[src/hw/rtl/rdsc_pkg.sv]
// shared types, constants and digit helpers for the radix digit string converter
package rdsc_pkg;

   localparam int RADIX_W       = 6;
   localparam int CHAR_W        = 7;
   localparam int BITS_PER_STEP = 4;
   localparam int QUEUE_DEPTH   = 2;

   localparam logic [RADIX_W-1:0] RADIX_MIN   = 6'd2;
   localparam logic [RADIX_W-1:0] RADIX_MAX   = 6'd36;
   localparam logic [RADIX_W-1:0] RADIX_RESET = 6'd10;
   localparam logic [RADIX_W-1:0] DEC_LIMIT   = 6'd9;
   localparam logic [CHAR_W-1:0]  ALPHA_BASE  = 7'd64;
   localparam logic [CHAR_W-1:0]  ASCII_ZERO  = 7'd48;

   typedef struct packed {
      logic full;
      logic empty;
   } queue_status_type;

   // saturate the programmed base into the supported range
   function automatic logic [RADIX_W-1:0] clamp_radix(input logic [RADIX_W-1:0] r);
      if (r < RADIX_MIN) begin
         return RADIX_MIN;
      end else if (r > RADIX_MAX) begin
         return RADIX_MAX;
      end
      return r;
   endfunction

   // digit value to ascii, decimal digits then uppercase letters
   function automatic logic [CHAR_W-1:0] digit_to_ascii(input logic [RADIX_W-1:0] d);
      logic [CHAR_W-1:0] d_ext;
      d_ext = {1'b0, d};
      if (d > DEC_LIMIT) begin
         return d_ext - {1'b0, DEC_LIMIT} + ALPHA_BASE;
      end
      return ASCII_ZERO + d_ext;
   endfunction

endpackage

[src/hw/rtl/rdsc_req_if.sv]
// request channel carrying one value to convert
interface rdsc_req_if #(parameter int VALUE_WIDTH = 31) ();
   logic                   valid;
   logic                   ready;
   logic [VALUE_WIDTH-1:0] value;

   modport source(output valid, output value, input ready);
   modport sink(input valid, input value, output ready);
endinterface

[src/hw/rtl/rdsc_rsp_if.sv]
// response channel carrying one ascii digit per beat
interface rdsc_rsp_if import rdsc_pkg::*; ();
   logic              valid;
   logic              ready;
   logic [CHAR_W-1:0] digit_char;
   logic              last_digit;

   modport source(output valid, output digit_char, output last_digit, input ready);
   modport sink(input valid, input digit_char, input last_digit, output ready);
endinterface

[src/hw/rtl/radix_digit_string_converter_core.sv]
// radix digit string converter top level: front end, queue, divider back end
// order: queue pop, divider, buffer read, output register; the divider works out every digit
// before the first character is read
// the divider shares one 4-bit-per-cycle subtract slice and takes a new value only
// after the previous value's last digit is issued; the queue takes two values meanwhile
// reset: synchronous, radix returns to 10, queue and sequencer empty, buffer not cleared
module radix_digit_string_converter_core import rdsc_pkg::*; #(
   parameter int VALUE_WIDTH = 31,
   parameter int DIGIT_SLOTS = 32
) (
   input  logic               clock,
   input  logic               reset,
   rdsc_req_if.sink           req_ch,
   rdsc_rsp_if.source         rsp_ch,
   input  logic               csr_wr_en,
   input  logic [RADIX_W-1:0] csr_wr_data
);

   localparam int ENTRY_W = VALUE_WIDTH + RADIX_W;

   queue_status_type   q_status;
   logic               push_valid;
   logic [ENTRY_W-1:0] push_data;
   logic               pop;
   logic [ENTRY_W-1:0] pop_data;

   rdsc_front #(
      .VALUE_WIDTH(VALUE_WIDTH)
   ) u_front (
      .clock      (clock),
      .reset      (reset),
      .req_ch     (req_ch),
      .csr_wr_en  (csr_wr_en),
      .csr_wr_data(csr_wr_data),
      .q_status   (q_status),
      .push_valid (push_valid),
      .push_data  (push_data)
   );

   rdsc_queue #(
      .WIDTH(ENTRY_W)
   ) u_queue (
      .clock     (clock),
      .reset     (reset),
      .push_valid(push_valid),
      .push_data (push_data),
      .pop       (pop),
      .pop_data  (pop_data),
      .status    (q_status)
   );

   rdsc_back #(
      .VALUE_WIDTH(VALUE_WIDTH),
      .DIGIT_SLOTS(DIGIT_SLOTS)
   ) u_back (
      .clock   (clock),
      .reset   (reset),
      .q_status(q_status),
      .pop     (pop),
      .pop_data(pop_data),
      .rsp_ch  (rsp_ch)
   );

   // back end only pops a filled queue
   a_pop_nonempty: assert property (@(posedge clock) disable iff (reset)
      pop |-> !q_status.empty)
      else $error("pop from empty queue");

   // front end never pushes into a full queue
   a_push_not_full: assert property (@(posedge clock) disable iff (reset)
      push_valid |-> !q_status.full)
      else $error("push into full queue");

   // no response beat right after reset
   a_reset_quiet: assert property (@(posedge clock)
      $past(reset) |-> !rsp_ch.valid)
      else $error("response valid after reset");

   // every emitted character is a digit or an uppercase letter
   a_char_range: assert property (@(posedge clock) disable iff (reset)
      rsp_ch.valid |-> ((rsp_ch.digit_char >= 7'd48) && (rsp_ch.digit_char <= 7'd57)) ||
                       ((rsp_ch.digit_char >= 7'd65) && (rsp_ch.digit_char <= 7'd90)))
      else $error("digit character out of range");

endmodule

[src/hw/rtl/rdsc_front.sv]
// front end: radix register, request intake and queue push
module rdsc_front import rdsc_pkg::*; #(
   parameter int VALUE_WIDTH = 31
) (
   input  logic                           clock,
   input  logic                           reset,
   rdsc_req_if.sink                       req_ch,
   input  logic                           csr_wr_en,
   input  logic [RADIX_W-1:0]             csr_wr_data,
   input  queue_status_type               q_status,
   output logic                           push_valid,
   output logic [VALUE_WIDTH+RADIX_W-1:0] push_data
);

   logic [RADIX_W-1:0] radix_ff;
   logic [RADIX_W-1:0] radix_in;

   // radix register
   always_comb begin
      radix_in = radix_ff;
      if (csr_wr_en) begin
         radix_in = csr_wr_data;
      end
   end

   always_ff @(posedge clock) begin
      if (reset) begin
         radix_ff <= RADIX_RESET;
      end else begin
         radix_ff <= radix_in;
      end
   end

   // each beat is tagged with its saturated base
   assign req_ch.ready = !q_status.full;
   assign push_valid   = req_ch.valid && !q_status.full;
   assign push_data    = {req_ch.value, clamp_radix(radix_ff)};

endmodule

[src/hw/rtl/rdsc_queue.sv]
// short fifo between front and back ends
module rdsc_queue import rdsc_pkg::*; #(
   parameter int WIDTH = 37
) (
   input  logic             clock,
   input  logic             reset,
   input  logic             push_valid,
   input  logic [WIDTH-1:0] push_data,
   input  logic             pop,
   output logic [WIDTH-1:0] pop_data,
   output queue_status_type status
);

   localparam int PTR_W = $clog2(QUEUE_DEPTH);
   localparam int LVL_W = $clog2(QUEUE_DEPTH + 1);

   logic [WIDTH-1:0] store_ff [QUEUE_DEPTH];
   logic [PTR_W-1:0] wr_ptr_ff, wr_ptr_in;
   logic [PTR_W-1:0] rd_ptr_ff, rd_ptr_in;
   logic [LVL_W-1:0] level_ff, level_in;
   logic             do_push;
   logic             do_pop;

   assign status.full  = (level_ff == LVL_W'(QUEUE_DEPTH));
   assign status.empty = (level_ff == '0);
   assign do_push      = push_valid && !status.full;
   assign do_pop       = pop && !status.empty;
   assign pop_data     = store_ff[rd_ptr_ff];

   // pointer and level update
   always_comb begin
      wr_ptr_in = wr_ptr_ff;
      rd_ptr_in = rd_ptr_ff;
      level_in  = level_ff;
      if (do_push) begin
         wr_ptr_in = (wr_ptr_ff == PTR_W'(QUEUE_DEPTH - 1)) ? '0 : wr_ptr_ff + PTR_W'(1);
      end
      if (do_pop) begin
         rd_ptr_in = (rd_ptr_ff == PTR_W'(QUEUE_DEPTH - 1)) ? '0 : rd_ptr_ff + PTR_W'(1);
      end
      if (do_push && !do_pop) begin
         level_in = level_ff + LVL_W'(1);
      end else if (do_pop && !do_push) begin
         level_in = level_ff - LVL_W'(1);
      end
   end

   always_ff @(posedge clock) begin
      if (reset) begin
         wr_ptr_ff <= '0;
         rd_ptr_ff <= '0;
         level_ff  <= '0;
      end else begin
         wr_ptr_ff <= wr_ptr_in;
         rd_ptr_ff <= rd_ptr_in;
         level_ff  <= level_in;
      end
   end

   // entry storage
   always_ff @(posedge clock) begin
      if (do_push) begin
         store_ff[wr_ptr_ff] <= push_data;
      end
   end

endmodule

[src/hw/rtl/rdsc_back.sv]
// back end: iterative divider, digit buffer and most-significant-first emitter
module rdsc_back import rdsc_pkg::*; #(
   parameter int VALUE_WIDTH = 31,
   parameter int DIGIT_SLOTS = 32
) (
   input  logic                           clock,
   input  logic                           reset,
   input  queue_status_type               q_status,
   output logic                           pop,
   input  logic [VALUE_WIDTH+RADIX_W-1:0] pop_data,
   rdsc_rsp_if.source                     rsp_ch
);

   localparam int STEPS  = (VALUE_WIDTH + BITS_PER_STEP - 1) / BITS_PER_STEP;
   localparam int WORK_W = STEPS * BITS_PER_STEP;
   localparam int STEP_W = $clog2(STEPS);
   localparam int CNT_W  = $clog2(DIGIT_SLOTS + 1);
   localparam int ADDR_W = $clog2(DIGIT_SLOTS);

   typedef enum logic [1:0] {
      ST_IDLE,
      ST_DIV,
      ST_EMIT
   } state_type;

   state_type          state_ff, state_in;
   logic [WORK_W-1:0]  work_ff, work_in;
   logic [RADIX_W-1:0] radix_ff, radix_in;
   logic [RADIX_W-1:0] rem_ff, rem_in;
   logic [STEP_W-1:0]  step_ff, step_in;
   logic [CNT_W-1:0]   count_ff, count_in;
   logic [CNT_W-1:0]   idx_ff, idx_in;
   logic               rd_pend_ff, rd_pend_in;
   logic               rd_last_ff, rd_last_in;
   logic               out_valid_ff, out_valid_in;
   logic [CHAR_W-1:0]  out_char_ff, out_char_in;
   logic               out_last_ff, out_last_in;

   logic [RADIX_W-1:0] digit_mem [DIGIT_SLOTS];
   logic [RADIX_W-1:0] rd_data_ff;

   logic [WORK_W-1:0]  div_work;
   logic [RADIX_W-1:0] div_rem;
   logic [RADIX_W:0]   div_part;
   logic               digit_done;
   logic               move;
   logic               issue;
   logic [ADDR_W-1:0]  rd_addr;

   // restoring division, BITS_PER_STEP quotient bits per cycle
   always_comb begin
      div_rem  = rem_ff;
      div_work = work_ff;
      div_part = '0;
      for (int b = 0; b < BITS_PER_STEP; b++) begin
         div_part = {div_rem, div_work[WORK_W-1]};
         div_work = {div_work[WORK_W-2:0], 1'b0};
         if (div_part >= {1'b0, radix_ff}) begin
            div_part    = div_part - {1'b0, radix_ff};
            div_work[0] = 1'b1;
         end
         div_rem = div_part[RADIX_W-1:0];
      end
   end

   assign digit_done = (state_ff == ST_DIV) && (step_ff == STEP_W'(STEPS - 1));
   assign pop        = (state_ff == ST_IDLE) && !q_status.empty;
   assign move       = rd_pend_ff && (!out_valid_ff || rsp_ch.ready);
   assign issue      = (state_ff == ST_EMIT) && (idx_ff != '0) && (!rd_pend_ff || move);
   assign rd_addr    = ADDR_W'(idx_ff - CNT_W'(1));

   // sequencer and output pipeline next state
   always_comb begin
      state_in     = state_ff;
      work_in      = work_ff;
      radix_in     = radix_ff;
      rem_in       = rem_ff;
      step_in      = step_ff;
      count_in     = count_ff;
      idx_in       = idx_ff;
      rd_pend_in   = rd_pend_ff;
      rd_last_in   = rd_last_ff;
      out_valid_in = out_valid_ff;
      out_char_in  = out_char_ff;
      out_last_in  = out_last_ff;

      case (state_ff)
         ST_IDLE: begin
            if (!q_status.empty) begin
               work_in  = WORK_W'(pop_data[VALUE_WIDTH+RADIX_W-1:RADIX_W]);
               radix_in = pop_data[RADIX_W-1:0];
               rem_in   = '0;
               step_in  = '0;
               count_in = '0;
               state_in = ST_DIV;
            end
         end
         ST_DIV: begin
            work_in = div_work;
            rem_in  = div_rem;
            step_in = step_ff + STEP_W'(1);
            if (digit_done) begin
               step_in  = '0;
               rem_in   = '0;
               count_in = count_ff + CNT_W'(1);
               if ((div_work == '0) || (count_ff == CNT_W'(DIGIT_SLOTS - 1))) begin
                  idx_in   = count_ff + CNT_W'(1);
                  state_in = ST_EMIT;
               end
            end
         end
         ST_EMIT: begin
            if (issue) begin
               idx_in = idx_ff - CNT_W'(1);
               if (idx_ff == CNT_W'(1)) begin
                  state_in = ST_IDLE;
               end
            end
         end
         default: begin
            state_in = ST_IDLE;
         end
      endcase

      // buffer read stage
      if (move) begin
         rd_pend_in = 1'b0;
      end
      if (issue) begin
         rd_pend_in = 1'b1;
         rd_last_in = (idx_ff == CNT_W'(1));
      end

      // output register
      if (rsp_ch.ready) begin
         out_valid_in = 1'b0;
      end
      if (move) begin
         out_valid_in = 1'b1;
         out_char_in  = digit_to_ascii(rd_data_ff);
         out_last_in  = rd_last_ff;
      end
   end

   always_ff @(posedge clock) begin
      if (reset) begin
         state_ff     <= ST_IDLE;
         step_ff      <= '0;
         count_ff     <= '0;
         idx_ff       <= '0;
         rd_pend_ff   <= 1'b0;
         out_valid_ff <= 1'b0;
      end else begin
         state_ff     <= state_in;
         step_ff      <= step_in;
         count_ff     <= count_in;
         idx_ff       <= idx_in;
         rd_pend_ff   <= rd_pend_in;
         out_valid_ff <= out_valid_in;
      end
      work_ff     <= work_in;
      radix_ff    <= radix_in;
      rem_ff      <= rem_in;
      rd_last_ff  <= rd_last_in;
      out_char_ff <= out_char_in;
      out_last_ff <= out_last_in;
   end

   // digit buffer, written per finished digit, read one slot a cycle unless the output stalls
   always_ff @(posedge clock) begin
      if (digit_done) begin
         digit_mem[count_ff[ADDR_W-1:0]] <= div_rem;
      end
      if (issue) begin
         rd_data_ff <= digit_mem[rd_addr];
      end
   end

   assign rsp_ch.valid      = out_valid_ff;
   assign rsp_ch.digit_char = out_char_ff;
   assign rsp_ch.last_digit = out_last_ff;

endmodule
[src/flat_wrapper.sv]
// flat-port wrapper written by rule: the top's interface ports become plain ports
module radix_digit_string_converter_core_flat import rdsc_pkg::*;
#(
   parameter int VALUE_WIDTH = 31,
   parameter int DIGIT_SLOTS = 32
)
  (clock, reset, csr_wr_en, csr_wr_data, req_ch_valid, req_ch_value, req_ch_ready, rsp_ch_valid, rsp_ch_digit_char, rsp_ch_last_digit, rsp_ch_ready);
  rdsc_req_if #(.VALUE_WIDTH(VALUE_WIDTH)) req_ch_i ();
  rdsc_rsp_if rsp_ch_i ();
  input  logic clock;
  input  logic reset;
  input  logic csr_wr_en;
  input  logic [RADIX_W-1:0] csr_wr_data;
  input wire logic [$bits(req_ch_i.valid)-1:0] req_ch_valid;
  input wire logic [$bits(req_ch_i.value)-1:0] req_ch_value;
  output wire logic [$bits(req_ch_i.ready)-1:0] req_ch_ready;
  output wire logic [$bits(rsp_ch_i.valid)-1:0] rsp_ch_valid;
  output wire logic [$bits(rsp_ch_i.digit_char)-1:0] rsp_ch_digit_char;
  output wire logic [$bits(rsp_ch_i.last_digit)-1:0] rsp_ch_last_digit;
  input wire logic [$bits(rsp_ch_i.ready)-1:0] rsp_ch_ready;
  assign req_ch_i.valid = req_ch_valid;
  assign req_ch_i.value = req_ch_value;
  assign req_ch_ready = req_ch_i.ready;
  assign rsp_ch_valid = rsp_ch_i.valid;
  assign rsp_ch_digit_char = rsp_ch_i.digit_char;
  assign rsp_ch_last_digit = rsp_ch_i.last_digit;
  assign rsp_ch_i.ready = rsp_ch_ready;
  radix_digit_string_converter_core #(.VALUE_WIDTH(VALUE_WIDTH), .DIGIT_SLOTS(DIGIT_SLOTS)) u_core (.clock(clock), .reset(reset), .req_ch(req_ch_i), .rsp_ch(rsp_ch_i), .csr_wr_en(csr_wr_en), .csr_wr_data(csr_wr_data));
endmodule
[config.mk]
export PLATFORM = sky130hd
export DESIGN_NAME = radix_digit_string_converter_core_flat
export DESIGN_NICKNAME = d
export VERILOG_FILES = /design/src/hw/rtl/rdsc_pkg.sv /design/src/hw/rtl/rdsc_req_if.sv /design/src/hw/rtl/rdsc_rsp_if.sv /design/src/hw/rtl/radix_digit_string_converter_core.sv /design/src/hw/rtl/rdsc_front.sv /design/src/hw/rtl/rdsc_queue.sv /design/src/hw/rtl/rdsc_back.sv /design/src/flat_wrapper.sv
export SDC_FILE = /design/constraint.sdc
export NUM_CORES = 1
export LEC_CHECK = 0
export ABC_AREA = 1
export BUFFER_PORTS_ARGS = -buffer_cell sky130_fd_sc_hd__buf_4
export CAP_MARGIN = 20
export CORE_UTILIZATION = 55
export DETAILED_ROUTE_END_ITERATION = 10
export GPL_TIMING_DRIVEN = 0
export PLACE_DENSITY = 0.78
export SLEW_MARGIN = 20
export SYNTH_ARGS = -nofsm -noshare
export SYNTH_HDL_FRONTEND = slang
export SYNTH_SLANG_ARGS = --single-unit
[constraint.sdc]
create_clock -name clock -period 8.15 [get_ports clock]
set_input_delay 0.4075 -clock clock [delete_from_list [all_inputs] [get_ports clock]]
set_output_delay 0.4075 -clock clock [all_outputs]
set_load 0.02 [all_outputs]
==> impl_metrics.env, run 1 <==
export IMPL_fp_dieW_um=171
export IMPL_num_nets_final=1521
export IMPL_cts_buffers_inserted=36
export IMPL_clk_latency_ns=0.53
export IMPL_grt_max_degree=33
export IMPL_hold_viol=0
export IMPL_r2r_slack_ns=0.51
export IMPL_post_drt_wl_per_cell_um=19.5
export IMPL_fmax_mhz=131
export IMPL_die_h_um=171
export IMPL_cpMostUsedCell="nand2_1"
export IMPL_initial_core_util_pct=56.2
export IMPL_slew_headroom_pct=32.2
export IMPL_synth_area_leader_cell="edfxtp_1"
export IMPL_grt_pass1_wl_um=54500
export IMPL_critPathMaxFanout=16
export IMPL_holdBufCountCts=0
export IMPL_drv_cap=0
export IMPL_r2r_start="u_core.u_back.radix_ff[1]$_DFFE_PP_"
export IMPL_clock_sinks=355
export IMPL_grt_busiest_layer="met2"
export IMPL_h_tree_depth=2
export IMPL_min_to="u_core.u_queue.store_ff[1][17]$_DFFE_PP_"
export IMPL_worst_pin_slew_ns=1.01
export IMPL_fillers=2033
export IMPL_clk_pin_slew_ns=0.06
export IMPL_syn_avg_cell_area_sq_um=11.7
export IMPL_max_clock_path_buffers=3
export IMPL_core_area_sq_um=27900
export IMPL_fin_crit_ns=7.64
export IMPL_grt_use_met1_pct=31.6
export IMPL_cp_end_kind="flip-flop"
export IMPL_drive_above_1_share_pct=11.5
export IMPL_netlist_area_sq_um=15700
export IMPL_synth_ff_type="edfxtp_1"
export IMPL_use_met3_pct=5.27
export IMPL_drt_iter0_drc=1150
export IMPL_reg2reg_to="u_core.u_back.digit_mem[25][3]$_DFFE_PP_"
export IMPL_synth_top_area_share_pct=62.2
export IMPL_cts_root_buffer="clkbuf_16"
export IMPL_synth_area_leaders="edfxtp_1 (62%), nor2_1 (4.9%), o21ai_0 (4.0%)"
export IMPL_synth_edff_count=325
export IMPL_holdCritPathClass="in2reg"
export IMPL_synthCells=1339
export IMPL_final_max_slew_viol_count=0
export IMPL_drt_pass1_iter_count=7
export IMPL_antennaDiodeCount=0
export IMPL_tns_ns=0
export IMPL_row_count=61
export IMPL_start_kind="flip-flop"
export IMPL_io_buffer_count=51
export IMPL_critPathKind="reg2reg"
export IMPL_crit_path_max_incr_delay_ns=0.50
export IMPL_io_pin_count=52
export IMPL_ys_warn_count=0
export IMPL_die_area_sq_um=29200
export IMPL_ys_seq_area_share_pct=66.0
export IMPL_vias=10800
export IMPL_drc=0
export IMPL_first_global_vias=10400
export IMPL_status="completed"
export IMPL_synth_seq_cells=355
export IMPL_rr_worst_depth=41
export IMPL_antenna_found_initial=0
export IMPL_syn_nets=1423
export IMPL_finalCritPeriodShare_pct=93.7
export IMPL_ys_types=50
export IMPL_cp_required_ns=8.38
export IMPL_skew_ns=0.0274
export IMPL_dp_hpwl_um=24700
export IMPL_setup_viol=0
export IMPL_track_usage_pct=24.7
export IMPL_routabilityCongestion=0.929
export IMPL_grt_met2_usage_pct=41.3
export IMPL_vias_per_cell=5.87
export IMPL_grt_remaining_overflow=0
export IMPL_slowest_stage="edfxtp_1"
export IMPL_cts_tree="built"
export IMPL_ant_nets=0
export IMPL_min_from="req_ch_value[11]"
export IMPL_synthToLayoutAreaGrowth_pct=14.4
export IMPL_wl_um=35900
export IMPL_worst_ep_arrival_time_ns=7.87
export IMPL_synthArstFlopShare_pct=0
export IMPL_hold_depth=1
==> kinds of logic (layout without fill, tap and decap cells) <==
| logic type | after synthesis | count (layout) | synth area share (%) |
|---|---|---|---|
| xor+xnor | 22 | 22 | 1.23 |
| flops | 355 | 355 | 66.0 |
| fa+ha+maj | 42 | 42 | 3.54 |
| buf+inv | 189 | 314 | 4.62 |
| mux | 30 | 30 | 1.96 |
| compound gates | 289 | 289 | 11.4 |
| simple gates | 412 | 412 | 11.2 |
==> placed cells by master, fill, tap and decap left out, types with 4 or more instances in the layout <==
cell	synthesis	layout
buf_1	4	4
clkbuf_16	0	36
o221ai_1	19	19
nand3_1	23	23
a21oi_1	43	42
dfxtp_1	30	30
edfxtp_1	325	325
clkinv_1	2	10
bufinv_16	0	4
o21ai_0	124	124
o21ai_1	7	6
buf_16	0	5
nand3_2	5	5
clkbuf_1	48	55
o211ai_1	39	39
mux2_2	6	6
nand2_2	8	8
clkinv_2	0	4
o21ai_2	5	4
mux2i_1	24	24
ha_1	38	38
nand2_1	141	139
nand2_4	5	7
fa_1	4	4
inv_1	124	122
xnor2_1	6	6
inv_2	6	7
nor2_1	203	201
a31oi_1	7	7
o32ai_1	29	29
buf_4	2	55
nand4_1	12	12
xor2_1	16	16
==> synth_stat cells (2+ instances only) <==
cell and instances:
edfxtp_1 325, nor2_1 203, nand2_1 141, inv_1 124, o21ai_0 124, clkbuf_1 48
a21oi_1 43, o211ai_1 39, ha_1 38, dfxtp_1 30, o32ai_1 29, mux2i_1 24
nand3_1 23, o221ai_1 19, xor2_1 16, nand4_1 12, nand2_2 8, a31oi_1 7
o21ai_1 7, inv_2 6, mux2_2 6, xnor2_1 6, nand2_4 5, nand3_2 5
o21ai_2 5, buf_1 4, fa_1 4, a211oi_1 3, a21oi_2 3, nand3b_1 3
nor2_2 3, a21boi_1 2, buf_4 2, clkinv_1 2, nor4_1 2, o21a_1 2
o31ai_1 2, or2_1 2
==> through the flow <==
| step | hold WS, ns | cell area, sq um | setup slack [ns] | cells | util (%) |
|---|---|---|---|---|---|
| 6_report | 0.0654 | 18000 | 0.510 | 1842 | 64.3 |
| 5_1_grt | 0.0566 | 18000 | -0.0290 | 1842 | 64.3 |
| 4_1_cts | 0.0524 | 17900 | 0.310 | 1839 | 64.1 |
| 3_5_place_dp | 0.410 | 16800 | 0.356 | 1774 | 60.0 |
| 3_3_place_gp | 0.415 | 16600 | -0.840 | 1768 | 59.3 |
| 2_1_floorplan | 0.400 | 15700 | 1.26 | 1339 | - |
==> metal layers <==
metal / part of all wire (%) / up-vias
met3: 9.1 / 81
li1: - / 4989
met2: 49 / 519
met4: 2.7 / 0
met5: 0 / -
met1: 39 / 5220
==> state kept, by name, indices dropped and copies added (netlist names), named ones only <==
signal / count
u_core.u_queue.wr_ptr_ff: 1
u_core.u_back.rsp_ch.digit_char: 7
u_core.u_back.step_ff: 3
u_core.u_queue.rd_ptr_ff: 1
u_core.u_queue.level_ff: 2
u_core.u_back.idx_ff: 6
u_core.u_back.count_ff: 6
u_core.u_back.rd_last_ff: 1
u_core.u_back.rem_ff: 6
u_core.u_back.state_ff: 2
u_core.u_back.rsp_ch.valid: 1
u_core.u_back.rd_pend_ff: 1
u_core.u_back.rd_data_ff: 6
u_core.u_back.radix_ff: 6
u_core.u_back.rsp_ch.last_digit: 1
u_core.u_back.digit_mem: 192
u_core.u_queue.store_ff: 74
u_core.u_front.radix_ff: 6
u_core.u_back.work_ff: 32
==> critical path, delay by kind of cell, from the launching register on <==
kind / cells / cell delay [ns]
AOI/OAI and AO/OA: 15 / 2.85
and+or+nand+nor: 17 / 1.74
adders and majority gates: 4 / 1.32
buffers and inverters: 5 / 0.90
DFF: 1 / 0.50
==> area by class of cell <==
class,instances,area [sq um],share of cell area [%]
Sequential cell,355,10400,57.7
Multi-Input combinational cell,795,4670,26.0
Clock buffer,44,941,5.24
Timing Repair Buffer,59,556,3.09
Inverter,134,514,2.86
Tap cell,378,473,2.63
Clock inverter,21,220,1.23
Buffer,55,215,1.20
Timing Repair inverter,1,7.51,0.0418
==> worst max-delay path by stage <==
stage,cells past startpoint,startpoint,to
final,41,u_core.u_back.radix_ff[1]$_DFFE_PP_,u_core.u_back.digit_mem[25][3]$_DFFE_PP_
after detailed placement,41,u_core.u_back.radix_ff[1]$_DFFE_PP_,u_core.u_back.digit_mem[30][4]$_DFFE_PP_
after CTS,41,u_core.u_back.radix_ff[1]$_DFFE_PP_,u_core.u_back.digit_mem[30][4]$_DFFE_PP_
after global routing,41,u_core.u_back.radix_ff[1]$_DFFE_PP_,u_core.u_back.digit_mem[23][1]$_DFFE_PP_
after floorplan,40,u_core.u_back.radix_ff[1]$_DFFE_PP_,u_core.u_back.digit_mem[0][0]$_DFFE_PP_
after global placement,41,u_core.u_back.radix_ff[1]$_DFFE_PP_,u_core.u_back.digit_mem[29][0]$_DFFE_PP_
==> repair_timing <==
action                                  CTS  global route
setup buffers                             0             2
resized for setup                         0             6
endpoints found under the setup margin    0            96
Power of run 1 is left out: the tool's default activity adds up to more than one toggle a clock period on the data nets, which glitch-free logic cannot reach.
==> run 2: changes to the inputs <==
--- a/config.mk
+++ b/config.mk
@@ -12,6 +12,7 @@
 export DETAILED_ROUTE_END_ITERATION = 10
 export GPL_TIMING_DRIVEN = 0
 export PLACE_DENSITY = 0.78
+export RECOVER_POWER = 25
 export SLEW_MARGIN = 20
 export SYNTH_ARGS = -nofsm -noshare
 export SYNTH_HDL_FRONTEND = slang
==> constraint.sdc (replaced) <==
create_clock -name clock -period 7.55 [get_ports clock]
set_input_delay 0.3775 -clock clock [delete_from_list [all_inputs] [get_ports clock]]
set_output_delay 0.3775 -clock clock [all_outputs]
set_load 0.02 [all_outputs]
==> run 2 against run 1 <==
  * The run now ends with capacitance limit, slew limit left
  * Clock skew is 0.0018 ns higher
  * Setup slack worse by 0.11 ns
  * Via count is 0.61% lower
  * Global-route usage hardly changed
  * Design area hardly changed
  * Register-to-register slack worse by 0.11 ns
  * Cell count is 0.38% higher
  * Sequential cell count stayed put
  * Critical endpoint unchanged
==> impl_metrics.env, run 2 (synthesized netlist as in run 1, its figures left out) <==
export IMPL_status="finished, violations left"
export IMPL_violations="capacitance limit, slew limit"
export IMPL_fin_crit_ns=7.15
export IMPL_io_pin_count=52
export IMPL_drv_cap=2
export IMPL_grt_max_degree=33
export IMPL_clock_sinks=355
export IMPL_max_clock_path_buffers=3
export IMPL_worst_pin_slew_ns=1.60
export IMPL_initial_core_util_pct=56.2
export IMPL_cp_end_kind="flip-flop"
export IMPL_worst_ep_arrival_time_ns=7.37
export IMPL_rr_worst_depth=41
export IMPL_setup_slack_ns=0.404
export IMPL_cpMostUsedCell="nand2_1"
export IMPL_first_global_vias=10400
export IMPL_cp_required_ns=7.78
export IMPL_routabilityCongestion=0.929
export IMPL_io_buffer_count=51
export IMPL_row_count=61
export IMPL_clk_latency_ns=0.53
export IMPL_cts_root_buffer="clkbuf_16"
export IMPL_dp_slack_ns=-0.244
export IMPL_dp_hpwl_um=24700
export IMPL_finalCritPeriodShare_pct=94.6
export IMPL_die_h_um=171
export IMPL_synthToLayoutAreaGrowth_pct=14.3
export IMPL_fp_dieW_um=171
export IMPL_skew_ns=0.0291
export IMPL_h_tree_depth=2
export IMPL_antenna_found_initial=0
export IMPL_drt_iter0_drc=1121
export IMPL_min_from="req_ch_value[11]"
export IMPL_num_nets_final=1528
export IMPL_dpl_cell_area_sq_um=16800
export IMPL_drive_above_1_share_pct=10.6
export IMPL_grt_pass1_wl_um=54600
export IMPL_slew_headroom_pct=-7.08
export IMPL_hold_viol=0
export IMPL_vias_per_cell=5.81
export IMPL_setup_viol=0
export IMPL_cts_buffers_inserted=36
export IMPL_final_max_slew_viol_count=41
export IMPL_hold_depth=1
export IMPL_slowest_stage="edfxtp_1"
export IMPL_start_kind="flip-flop"
export IMPL_largest_register_ffs=192
export IMPL_grt_remaining_overflow=0
export IMPL_r2r_slack_ns=0.40
export IMPL_cts_tree="built"
export IMPL_fin_area_sq_um=17900
export IMPL_post_drt_wl_per_cell_um=19.6
export IMPL_holdCritPathClass="in2reg"
export IMPL_drt_pass1_iter_count=5
export IMPL_final_common_cell="edfxtp_1"
export IMPL_core_area_sq_um=27900
export IMPL_critPathKind="reg2reg"
export IMPL_die_area_sq_um=29200
export IMPL_ant_nets=0
export IMPL_vias=10700
export IMPL_tns_ns=0
export IMPL_r2r_start="u_core.u_back.radix_ff[1]$_DFFE_PP_"
export IMPL_final_cell_mix="edfxtp_1 (325), nor2_1 (203), nand2_1 (139)"
export IMPL_critPathMaxFanout=16
export IMPL_drc=0
export IMPL_track_usage_pct=24.8
export IMPL_wl_um=36200
export IMPL_crit_path_max_incr_delay_ns=0.46
export IMPL_reg2reg_to="u_core.u_back.digit_mem[25][3]$_DFFE_PP_"
export IMPL_clk_pin_slew_ns=0.06
export IMPL_antennaDiodeCount=0
export IMPL_min_to="u_core.u_queue.store_ff[1][17]$_DFFE_PP_"
export IMPL_fmax_mhz=140
export IMPL_hold_worst_slack_ns=0.0575
[run 2: cell types whose count changed in the layout (fill, tap and decap cells not counted), moves of 2 or more]
cell / previous run / this run
buf_4: 55 / 17
a21oi_1: 42 / 40
buf_16: 5 / 3
a21boi_1: 2 / 0
nor2_4: 3 / 1
buf_12: 1 / 3
clkbuf_1: 55 / 77
clkbuf_4: 0 / 23
inv_1: 122 / 120
nor2_1: 201 / 203
[run 2: worst max path at each step]
stage / endpoint / slack (ns) / from / cells after the start
global route: u_core.u_back.digit_mem[25][3]$_DFFE_PP_ / -0.04 / u_core.u_back.radix_ff[1]$_DFFE_PP_ / 41
floorplan: u_core.u_back.digit_mem[0][0]$_DFFE_PP_ / 0.66 / u_core.u_back.radix_ff[1]$_DFFE_PP_ / 40
global placement: u_core.u_back.digit_mem[29][0]$_DFFE_PP_ / -1.44 / u_core.u_back.radix_ff[1]$_DFFE_PP_ / 41
detailed placement: u_core.u_back.digit_mem[30][4]$_DFFE_PP_ / -0.24 / u_core.u_back.radix_ff[1]$_DFFE_PP_ / 41
finish: u_core.u_back.digit_mem[25][3]$_DFFE_PP_ / 0.40 / u_core.u_back.radix_ff[1]$_DFFE_PP_ / 41
CTS: u_core.u_back.digit_mem[27][3]$_DFFE_PP_ / -0.18 / u_core.u_back.radix_ff[1]$_DFFE_PP_ / 41
[run 2: what timing repair did]
item	4_1_cts	5_1_grt
resized for setup	2	15
pin swaps	0	6
hold buffers	0	0
cloned	0	1
setup endpoints to repair	96	205
setup buffers	0	9
[run 2: per-stage QoR]
| stage | cells | utilization, % |
|---|---|---|
| after global placement | 1768 | 59.3 |
| after floorplan | 1339 | - |
| final | 1849 | 64.2 |
| after global routing | 1849 | 64.2 |
| after CTS | 1839 | 64.2 |
| after detailed placement | 1774 | 60.0 |
[run 2: cell type report]
type                            instances  area [sq um]
Multi-Input combinational cell        795          4700
Timing Repair inverter                  1          7.51
Clock inverter                         21           220
Tap cell                              378           473
Buffer                                 55           211
Timing Repair Buffer                   66           514
Clock buffer                           44           941
Sequential cell                       355         10400
Fill cell                            2062          9990
Inverter                              134           517
[run 2: worst max-delay path: cells and delay by family, from the launching register on]
family | cells | cell delay (ns)
compound gates | 15 | 2.56
fa+ha+maj | 4 | 1.25
buf+inv | 5 | 0.84
flops | 1 | 0.46
simple gates | 17 | 1.73
[run 2: layer usage]
metal  part of all wire, %  wire [um]  up-vias  global-route usage [%]
met5                     0          0        -                       0
met4                   2.8       1000        0                    9.55
met3                   9.2       3330       78                    5.25
met2                    49      17600      513                    41.4
met1                    39      14200     5151                    31.7
li1                      -          -     5001                       -
Power of run 2 is left out for the same reason.
